$ cat config.mk
export PLATFORM = sky130hd
export DESIGN_NAME = sorted_insert_list_core
export DESIGN_NICKNAME = d
export VERILOG_FILES = /design/src/rtl/sil_pkg.sv /design/src/rtl/sil_cell.sv /design/src/rtl/sorted_insert_list_core.sv
export VERILOG_INCLUDE_DIRS = /design/src /design/src/rtl
export SDC_FILE = /design/constraint.sdc
export NUM_CORES = 2
export LEC_CHECK = 0
export ABC_AREA = 1
export BUFFER_PORTS_ARGS = -buffer_cell sky130_fd_sc_hd__buf_2
export CAP_MARGIN = 20
export CELL_PAD_IN_SITES_DETAIL_PLACEMENT = 0
export CELL_PAD_IN_SITES_GLOBAL_PLACEMENT = 1
export CORE_MARGIN = 3
export CORE_UTILIZATION = 24
export CTS_BUF_LIST = sky130_fd_sc_hd__clkbuf_2 sky130_fd_sc_hd__clkbuf_4 sky130_fd_sc_hd__clkbuf_8
export CTS_CLUSTER_SIZE = 28
export DETAILED_ROUTE_END_ITERATION = 10
export PLACE_DENSITY_LB_ADDON = 0.1
export SETUP_SLACK_MARGIN = 0.15
export SKIP_CTS_REPAIR_TIMING = 1
export SYNTH_ARGS = -nofsm -noshare
export SYNTH_HDL_FRONTEND = slang
export SYNTH_SLANG_ARGS = --single-unit
$ cat constraint.sdc
create_clock -name i_clk -period 8.2 [get_ports i_clk]
set_clock_uncertainty 0.15 [all_clocks]
set_input_delay 1.64 -clock i_clk [delete_from_list [all_inputs] [get_ports i_clk]]
set_output_delay 1.64 -clock i_clk [all_outputs]
set_load 0.03 [all_outputs]
$ cat src/rtl/sorted_insert_list_core_assert.svh
// assertion helpers used by the core rtl
`ifndef SORTED_INSERT_LIST_CORE_ASSERT_SVH
`define SORTED_INSERT_LIST_CORE_ASSERT_SVH

// same-cycle implication
`define SIL_ASSERT_HOLDS(label, clk, rst_n, ante, cons, msg) \
    label: assert property (@(posedge clk) disable iff (!rst_n) (ante) |-> (cons)) \
        else $error(msg);

// next-cycle implication
`define SIL_ASSERT_NEXT(label, clk, rst_n, ante, cons, msg) \
    label: assert property (@(posedge clk) disable iff (!rst_n) (ante) |=> (cons)) \
        else $error(msg);

`endif

$ cat src/rtl/sil_pkg.sv
package sil_pkg;

    localparam int SIL_CAPACITY = 16;

    typedef logic signed [31:0] t_value;

    typedef enum logic {
        REQ_INSERT  = 1'b0,
        REQ_READOUT = 1'b1
    } t_req;

    typedef enum logic [1:0] {
        ST_INSERTED = 2'd0,
        ST_FULL     = 2'd1,
        ST_EMPTY    = 2'd2,
        ST_ELEMENT  = 2'd3
    } t_status;

    typedef struct packed {
        t_req   req_type;
        t_value value;
    } t_in_beat;

    typedef struct packed {
        t_status status;
        t_value  element;
        logic    last;
    } t_out_beat;

    typedef struct packed {
        logic insert;
        logic rotate;
    } t_cell_ctrl;

endpackage

$ cat src/rtl/sil_cell.sv
module sil_cell
    import sil_pkg::*;
(
    input  logic       i_clk,
    input  t_cell_ctrl i_ctrl,
    input  logic       i_occupied,
    input  logic       i_is_tail,
    input  logic       i_left_le,
    input  t_value     i_new_value,
    input  t_value     i_left_value,
    input  t_value     i_right_value,
    input  t_value     i_wrap_value,
    output t_value     o_value,
    output logic       o_le
);

    t_value r_value;
    t_value n_value;

    assign o_le    = i_occupied && (r_value <= i_new_value);
    assign o_value = r_value;

    always_comb begin
        n_value = r_value;
        if (i_ctrl.insert) begin
            // keep if stored value stays ahead of the new one
            if (!o_le) begin
                n_value = i_left_le ? i_new_value : i_left_value;
            end
        end else if (i_ctrl.rotate) begin
            // tail of the occupied run takes the head value, wrapping around
            n_value = i_is_tail ? i_wrap_value : i_right_value;
        end
    end

    always_ff @(posedge i_clk) begin
        r_value <= n_value;
    end

endmodule

$ cat src/rtl/sorted_insert_list_core.sv
// Sorted list of up to CAPACITY signed 32-bit values held in a row of cells, one value per
// cell, kept in ascending order. An insert beat is taken every cycle while no readout runs
// and the result register is free: every cell compares against the new value at once and
// the row shifts by one behind the insert point in the same cycle; it returns one status beat
// (inserted or full). A readout beat returns one element beat per stored value in ascending
// order, last marked, one element at a time as the row rotates one step toward cell 0 for
// each; the block then takes its next beat. A readout of an empty list returns a single empty
// beat. An output stall holds the readout and the input.
module sorted_insert_list_core
    import sil_pkg::*;
#(
    parameter int CAPACITY = SIL_CAPACITY
) (
    input  logic      i_clk,
    input  logic      i_rst_n,
    input  logic      i_in_valid,
    output logic      o_in_stall,
    input  t_in_beat  i_in_data,
    output logic      o_out_valid,
    input  logic      i_out_stall,
    output t_out_beat o_out_data
);

`include "sorted_insert_list_core_assert.svh"

    localparam int CW = $clog2(CAPACITY + 1);
    localparam int IW = $clog2(CAPACITY);

    typedef enum logic {
        S_IDLE,
        S_READ
    } t_state;

    t_state    r_state, n_state;
    logic [CW-1:0] r_count, n_count;
    logic [IW-1:0] r_rd_idx, n_rd_idx;
    logic      r_out_valid, n_out_valid;
    t_out_beat r_out, n_out;

    t_cell_ctrl w_ctrl;
    t_value     w_value [CAPACITY];
    logic       w_le    [CAPACITY];

    logic w_out_free;
    logic w_in_acc;
    logic w_full;
    logic w_rd_last;

    assign w_out_free = !r_out_valid || !i_out_stall;
    assign o_in_stall = (r_state == S_READ) || !w_out_free;
    assign w_in_acc   = i_in_valid && !o_in_stall;
    assign w_full     = (r_count == CW'(CAPACITY));
    assign w_rd_last  = ((CW'(r_rd_idx) + CW'(1)) == r_count);

    assign o_out_valid = r_out_valid;
    assign o_out_data  = r_out;

    for (genvar g = 0; g < CAPACITY; g++) begin : g_cell
        logic   w_left_le;
        t_value w_left_value;
        t_value w_right_value;

        if (g == 0) begin : g_head
            assign w_left_le    = 1'b1;
            assign w_left_value = i_in_data.value;
        end else begin : g_body
            assign w_left_le    = w_le[g-1];
            assign w_left_value = w_value[g-1];
        end

        if (g == CAPACITY - 1) begin : g_end
            assign w_right_value = w_value[0];
        end else begin : g_mid
            assign w_right_value = w_value[g+1];
        end

        sil_cell u_cell (
            .i_clk         (i_clk),
            .i_ctrl        (w_ctrl),
            .i_occupied    (CW'(g) < r_count),
            .i_is_tail     (r_count == CW'(g + 1)),
            .i_left_le     (w_left_le),
            .i_new_value   (i_in_data.value),
            .i_left_value  (w_left_value),
            .i_right_value (w_right_value),
            .i_wrap_value  (w_value[0]),
            .o_value       (w_value[g]),
            .o_le          (w_le[g])
        );
    end

    always_comb begin
        n_state     = r_state;
        n_count     = r_count;
        n_rd_idx    = r_rd_idx;
        n_out       = r_out;
        n_out_valid = r_out_valid && i_out_stall;
        w_ctrl      = '{insert: 1'b0, rotate: 1'b0};

        case (r_state)
            S_IDLE: begin
                if (w_in_acc) begin
                    n_out_valid = 1'b1;
                    n_out       = '{status: ST_INSERTED, element: '0, last: 1'b1};
                    if (i_in_data.req_type == REQ_INSERT) begin
                        if (w_full) begin
                            n_out.status = ST_FULL;
                        end else begin
                            w_ctrl.insert = 1'b1;
                            n_count       = r_count + CW'(1);
                        end
                    end else if (r_count == '0) begin
                        n_out.status = ST_EMPTY;
                    end else begin
                        // elements follow from the read state
                        n_out_valid = 1'b0;
                        n_state     = S_READ;
                        n_rd_idx    = '0;
                    end
                end
            end
            S_READ: begin
                if (w_out_free) begin
                    w_ctrl.rotate = 1'b1;
                    n_out_valid   = 1'b1;
                    n_out         = '{status: ST_ELEMENT, element: w_value[0],
                                      last: w_rd_last};
                    n_rd_idx      = r_rd_idx + IW'(1);
                    if (w_rd_last) begin
                        n_state = S_IDLE;
                    end
                end
            end
            default: begin
                n_state = S_IDLE;
            end
        endcase
    end

    always_ff @(posedge i_clk) begin
        if (!i_rst_n) begin
            r_state     <= S_IDLE;
            r_count     <= '0;
            r_rd_idx    <= '0;
            r_out_valid <= 1'b0;
        end else begin
            r_state     <= n_state;
            r_count     <= n_count;
            r_rd_idx    <= n_rd_idx;
            r_out_valid <= n_out_valid;
        end
        r_out <= n_out;
    end

    `SIL_ASSERT_HOLDS(a_count_bound, i_clk, i_rst_n, 1'b1, r_count <= CW'(CAPACITY),
        "entry count above capacity")

    `SIL_ASSERT_NEXT(a_insert_grows, i_clk, i_rst_n,
        w_in_acc && i_in_data.req_type == REQ_INSERT && !w_full,
        r_count == $past(r_count) + CW'(1), "insert did not grow the list")

    `SIL_ASSERT_NEXT(a_read_keeps_count, i_clk, i_rst_n, r_state == S_READ,
        $stable(r_count), "count changed during readout")

    `SIL_ASSERT_HOLDS(a_element_nonempty, i_clk, i_rst_n,
        r_out_valid && r_out.status == ST_ELEMENT, r_count != '0,
        "element beat from an empty list")

    `SIL_ASSERT_HOLDS(a_head_sorted, i_clk, i_rst_n,
        r_state == S_IDLE && r_count >= CW'(2), w_value[0] <= w_value[1],
        "head cells out of order")

endmodule

==> flow_metrics.tcl <==
set metrics [dict create \
    status "complete, no violations" \
    postLayoutCoreUtil_pct 27.2 \
    cp_max_fo 33 \
    place_ws_ps 1950 \
    drive_above_1_share_pct 7.71 \
    coreArea_um2 190000 \
    grt_max_degree 113 \
    ys_ff_latch 558 \
    crit_type "primary input to flop" \
    area_delta_synth_final_pct 12.6 \
    grt-busiest-layer "met2" \
    syn-cell-area_um2 46000 \
    ys_seq_area_share_pct 36.2 \
    clockPowerShare_pct 32.6 \
    place_area_um2 49400 \
    combPwrFrac_pct 28.5 \
    vias 44456 \
    p_total_mw 10.0 \
    tns_ps 0 \
    setup_ws_ps 2870 \
    cts.sinks 558 \
    cts_tree "yes" \
    grt_pass1_vias 42745 \
    leakage_nw 28.6 \
    swShare_pct 39.2 \
    maxCapViolations 0 \
    clk_latency_ps 920 \
    drtIter0Drc 3661 \
    worst_pin_slew_ps 1170 \
    hold_violations 0 \
    hold_path.class "flop to flop" \
    fin_crit_sh_pct 65.0 \
    die_w_um 444 \
    dp_cells 9029 \
    initial_core_util_pct 24.2 \
    cts.clk_slew.worst_paths_ps 50 \
    num_rows 160 \
    instances_no_fill 9262 \
    slew_headroom_pct 21.8 \
    setup_viol 0 \
    h-tree-depth 4 \
    place.gp.congestion 0.895 \
    fin_nets 7204 \
    sequentialPowerShare_pct 38.9 \
    cp-start-kind "primary input" \
    regToRegSetupSlack_ps 3540 \
    cts_buffer_depth 3 \
    hold_start "r_rd_idx[3]$_SDFFE_PN0P_" \
    r2r-start "r_count[0]$_SDFFE_PN0P_" \
    synth_cells 6580 \
    cp_data_required_time_ps 8640 \
    ant_nets 0 \
    firstDrtPassIters 5 \
    die-area_um2 197000 \
    switchingPower_mw 3.94 \
    holdPathStages 2 \
    yosys_most_used_dff "edfxtp_1" \
    numCtsBuffers 131 \
    grt_use_total_pct 25.0 \
    arrival_ps 5770 \
    grt_pass1_wl_um 344000 \
    final-max-slew-violation-count 0 \
    use_met3_pct 3.77 \
    ys_warn_count 0 \
    rr_endpoint "g_cell[9].u_cell.o_value[10]$_DFFE_PP_" \
    cts-root-buf "clkbuf_8" \
    grt_use_met1_pct 34.1 \
    max_freq_mhz 188 \
    final_area_um2 51800 \
    hold_path_end "r_rd_idx[3]$_SDFFE_PN0P_" \
    power.density_nw_per_um2 194 \
    startpoint "i_in_data[3]" \
    avgSynthCellArea_um2 6.99 \
    io_pins 74 \
    dpl.hpwl_um 174000 \
    fin_hold_ws_ps 353 \
    ff2ff_path_depth 9 \
    die_y_um 444 \
    peakVddDrop_mv 0.179 \
    synthArstFlopShare_pct 0 \
    use_met2_pct 40.0 \
    crit_path_end_kind "flop" \
    yosysUniqueCellTypes 37 \
    viasPerCell 4.80 \
    drc 0 \
    portBuffers 73 \
    gr-total-overflow 0 \
    layout_min_cycle_time_ps 5330 \
    synth_edf_count 547 \
    internal_power_mw 6.11 \
    wl_per_cell_um 27.2 \
    wirelength_um 252000 \
    synth_nets 7133 \
    fillers 21237 \
    antenna_found_initial 20 \
    rsz0062_at_grt "no" \
]
area by class of cell:
class	instances	area, um2	area share (%)
well taps	2511	3140	6.07
flip-flops and latches	558	16600	32.1
inverters	709	2670	5.15
diodes	8	20.0	0.0387
clock inverters	51	249	0.481
clock buffers	174	2140	4.13
multi-input cells	5035	25400	49.1
repair buffers	216	1510	2.92
synthesized netlist by cell type (all sizes together), types with 2 or more instances:
cell type | number | area share (%)
o21bai | 3 | 0.049
nor2 | 165 | 1.4
dfxtp | 11 | 0.48
nand4 | 37 | 0.50
o21a | 32 | 0.52
nand3 | 71 | 0.80
xnor2 | 2 | 0.038
o21ai | 532 | 5.8
buf | 179 | 2.3
nand2 | 3241 | 27
o211ai | 2 | 0.033
xor2 | 2 | 0.038
a21oi | 395 | 4.3
a21o | 19 | 0.31
clkbuf | 99 | 0.81
edfxtp | 547 | 36
inv | 708 | 5.8
nor3b | 3 | 0.082
a31oi | 2 | 0.027
ha | 516 | 14
nor4 | 3 | 0.082
nor3 | 6 | 0.087
cell usage in the layout (no fill, tap or decap), types with 4 or more instances in the layout:
cell type,instances
a21o_1,19
a21oi_1,395
buf_12,6
buf_2,73
buf_4,137
clkbuf_4,41
clkbuf_8,133
clkinv_1,34
clkinv_2,6
clkinvlp_4,8
dfxtp_1,10
diode_2,8
edfxtp_1,547
ha_1,516
inv_1,700
inv_2,7
inv_6,4
nand2_1,3165
nand2_2,70
nand2_4,6
nand3_1,62
nand3_2,5
nand3_4,4
nand4_1,37
nor2_1,156
nor2_2,8
o21a_1,32
o21ai_0,532
worst max-delay path by stage:
stage | to | slack [ps]
after detailed placement | g_cell[9].u_cell.o_value[8]$_DFFE_PP_ | 1950
final | g_cell[9].u_cell.o_value[10]$_DFFE_PP_ | 2870
after floorplan | g_cell[6].u_cell.o_value[0]$_DFFE_PP_ | 3660
after global placement | g_cell[9].u_cell.o_value[31]$_DFFE_PP_ | 1920
after global routing | g_cell[1].u_cell.o_value[22]$_DFFE_PP_ | 2710
after CTS | g_cell[9].u_cell.o_value[7]$_DFFE_PP_ | 2970
logic make-up (layout without fill, tap and decap cells):
logic type / count (synthesis) / in the layout / synth area share, %
compound gates: 986 / 986 / 11.0
xor+xnor: 4 / 4 / 0.0761
fa+ha+maj: 516 / 516 / 14.0
buf+inv: 987 / 1150 / 8.91
flops: 558 / 558 / 36.2
other cells: 0 / 8 / 0
simple gates: 3529 / 3529 / 29.8
registers in the layout, indices dropped and copies added, names as in the netlist:
| signal | cells |
|---|---|
| o_out_data | 35 |
| o_out_valid | 1 |
| r_state | 1 |
| r_count | 5 |
| r_rd_idx | 4 |
| g_cell.u_cell.o_value | 512 |
routing by layer:
metal  up-vias  share of wire, %  wire [um]
met4         2               3.7       9400
met1     21488                46     115000
li1      21307                 -          -
met2      1366                45     113000
met3       293               5.6      14100
met5         -            0.0044         11
power by group through the flow:
stage | combinational (mW) | sequential, mW | clock, mW
after CTS | 2.87 | 3.90 | 3.39
after global placement | 2.84 | 3.97 | 0
after global routing | 3.21 | 3.93 | 3.50
after floorplan | 1.70 | 3.82 | 0
final | 2.87 | 3.91 | 3.27
after detailed placement | 2.86 | 3.96 | 0
worst max-delay path: stages:
cell     delay, ps
buf_2          150
inv_1          510
buf_4          270
ha_1           240
a21oi_1        160
nand2_1        140
nand2_1         80
nand2_1         90
nand2_1        110
nand3_1         80
nand2_1         80
nand3_2         80
nand2_4        400
nand2_4        490
nand2_2        780
buf_4          340
(Power assumes the default switching activity.)
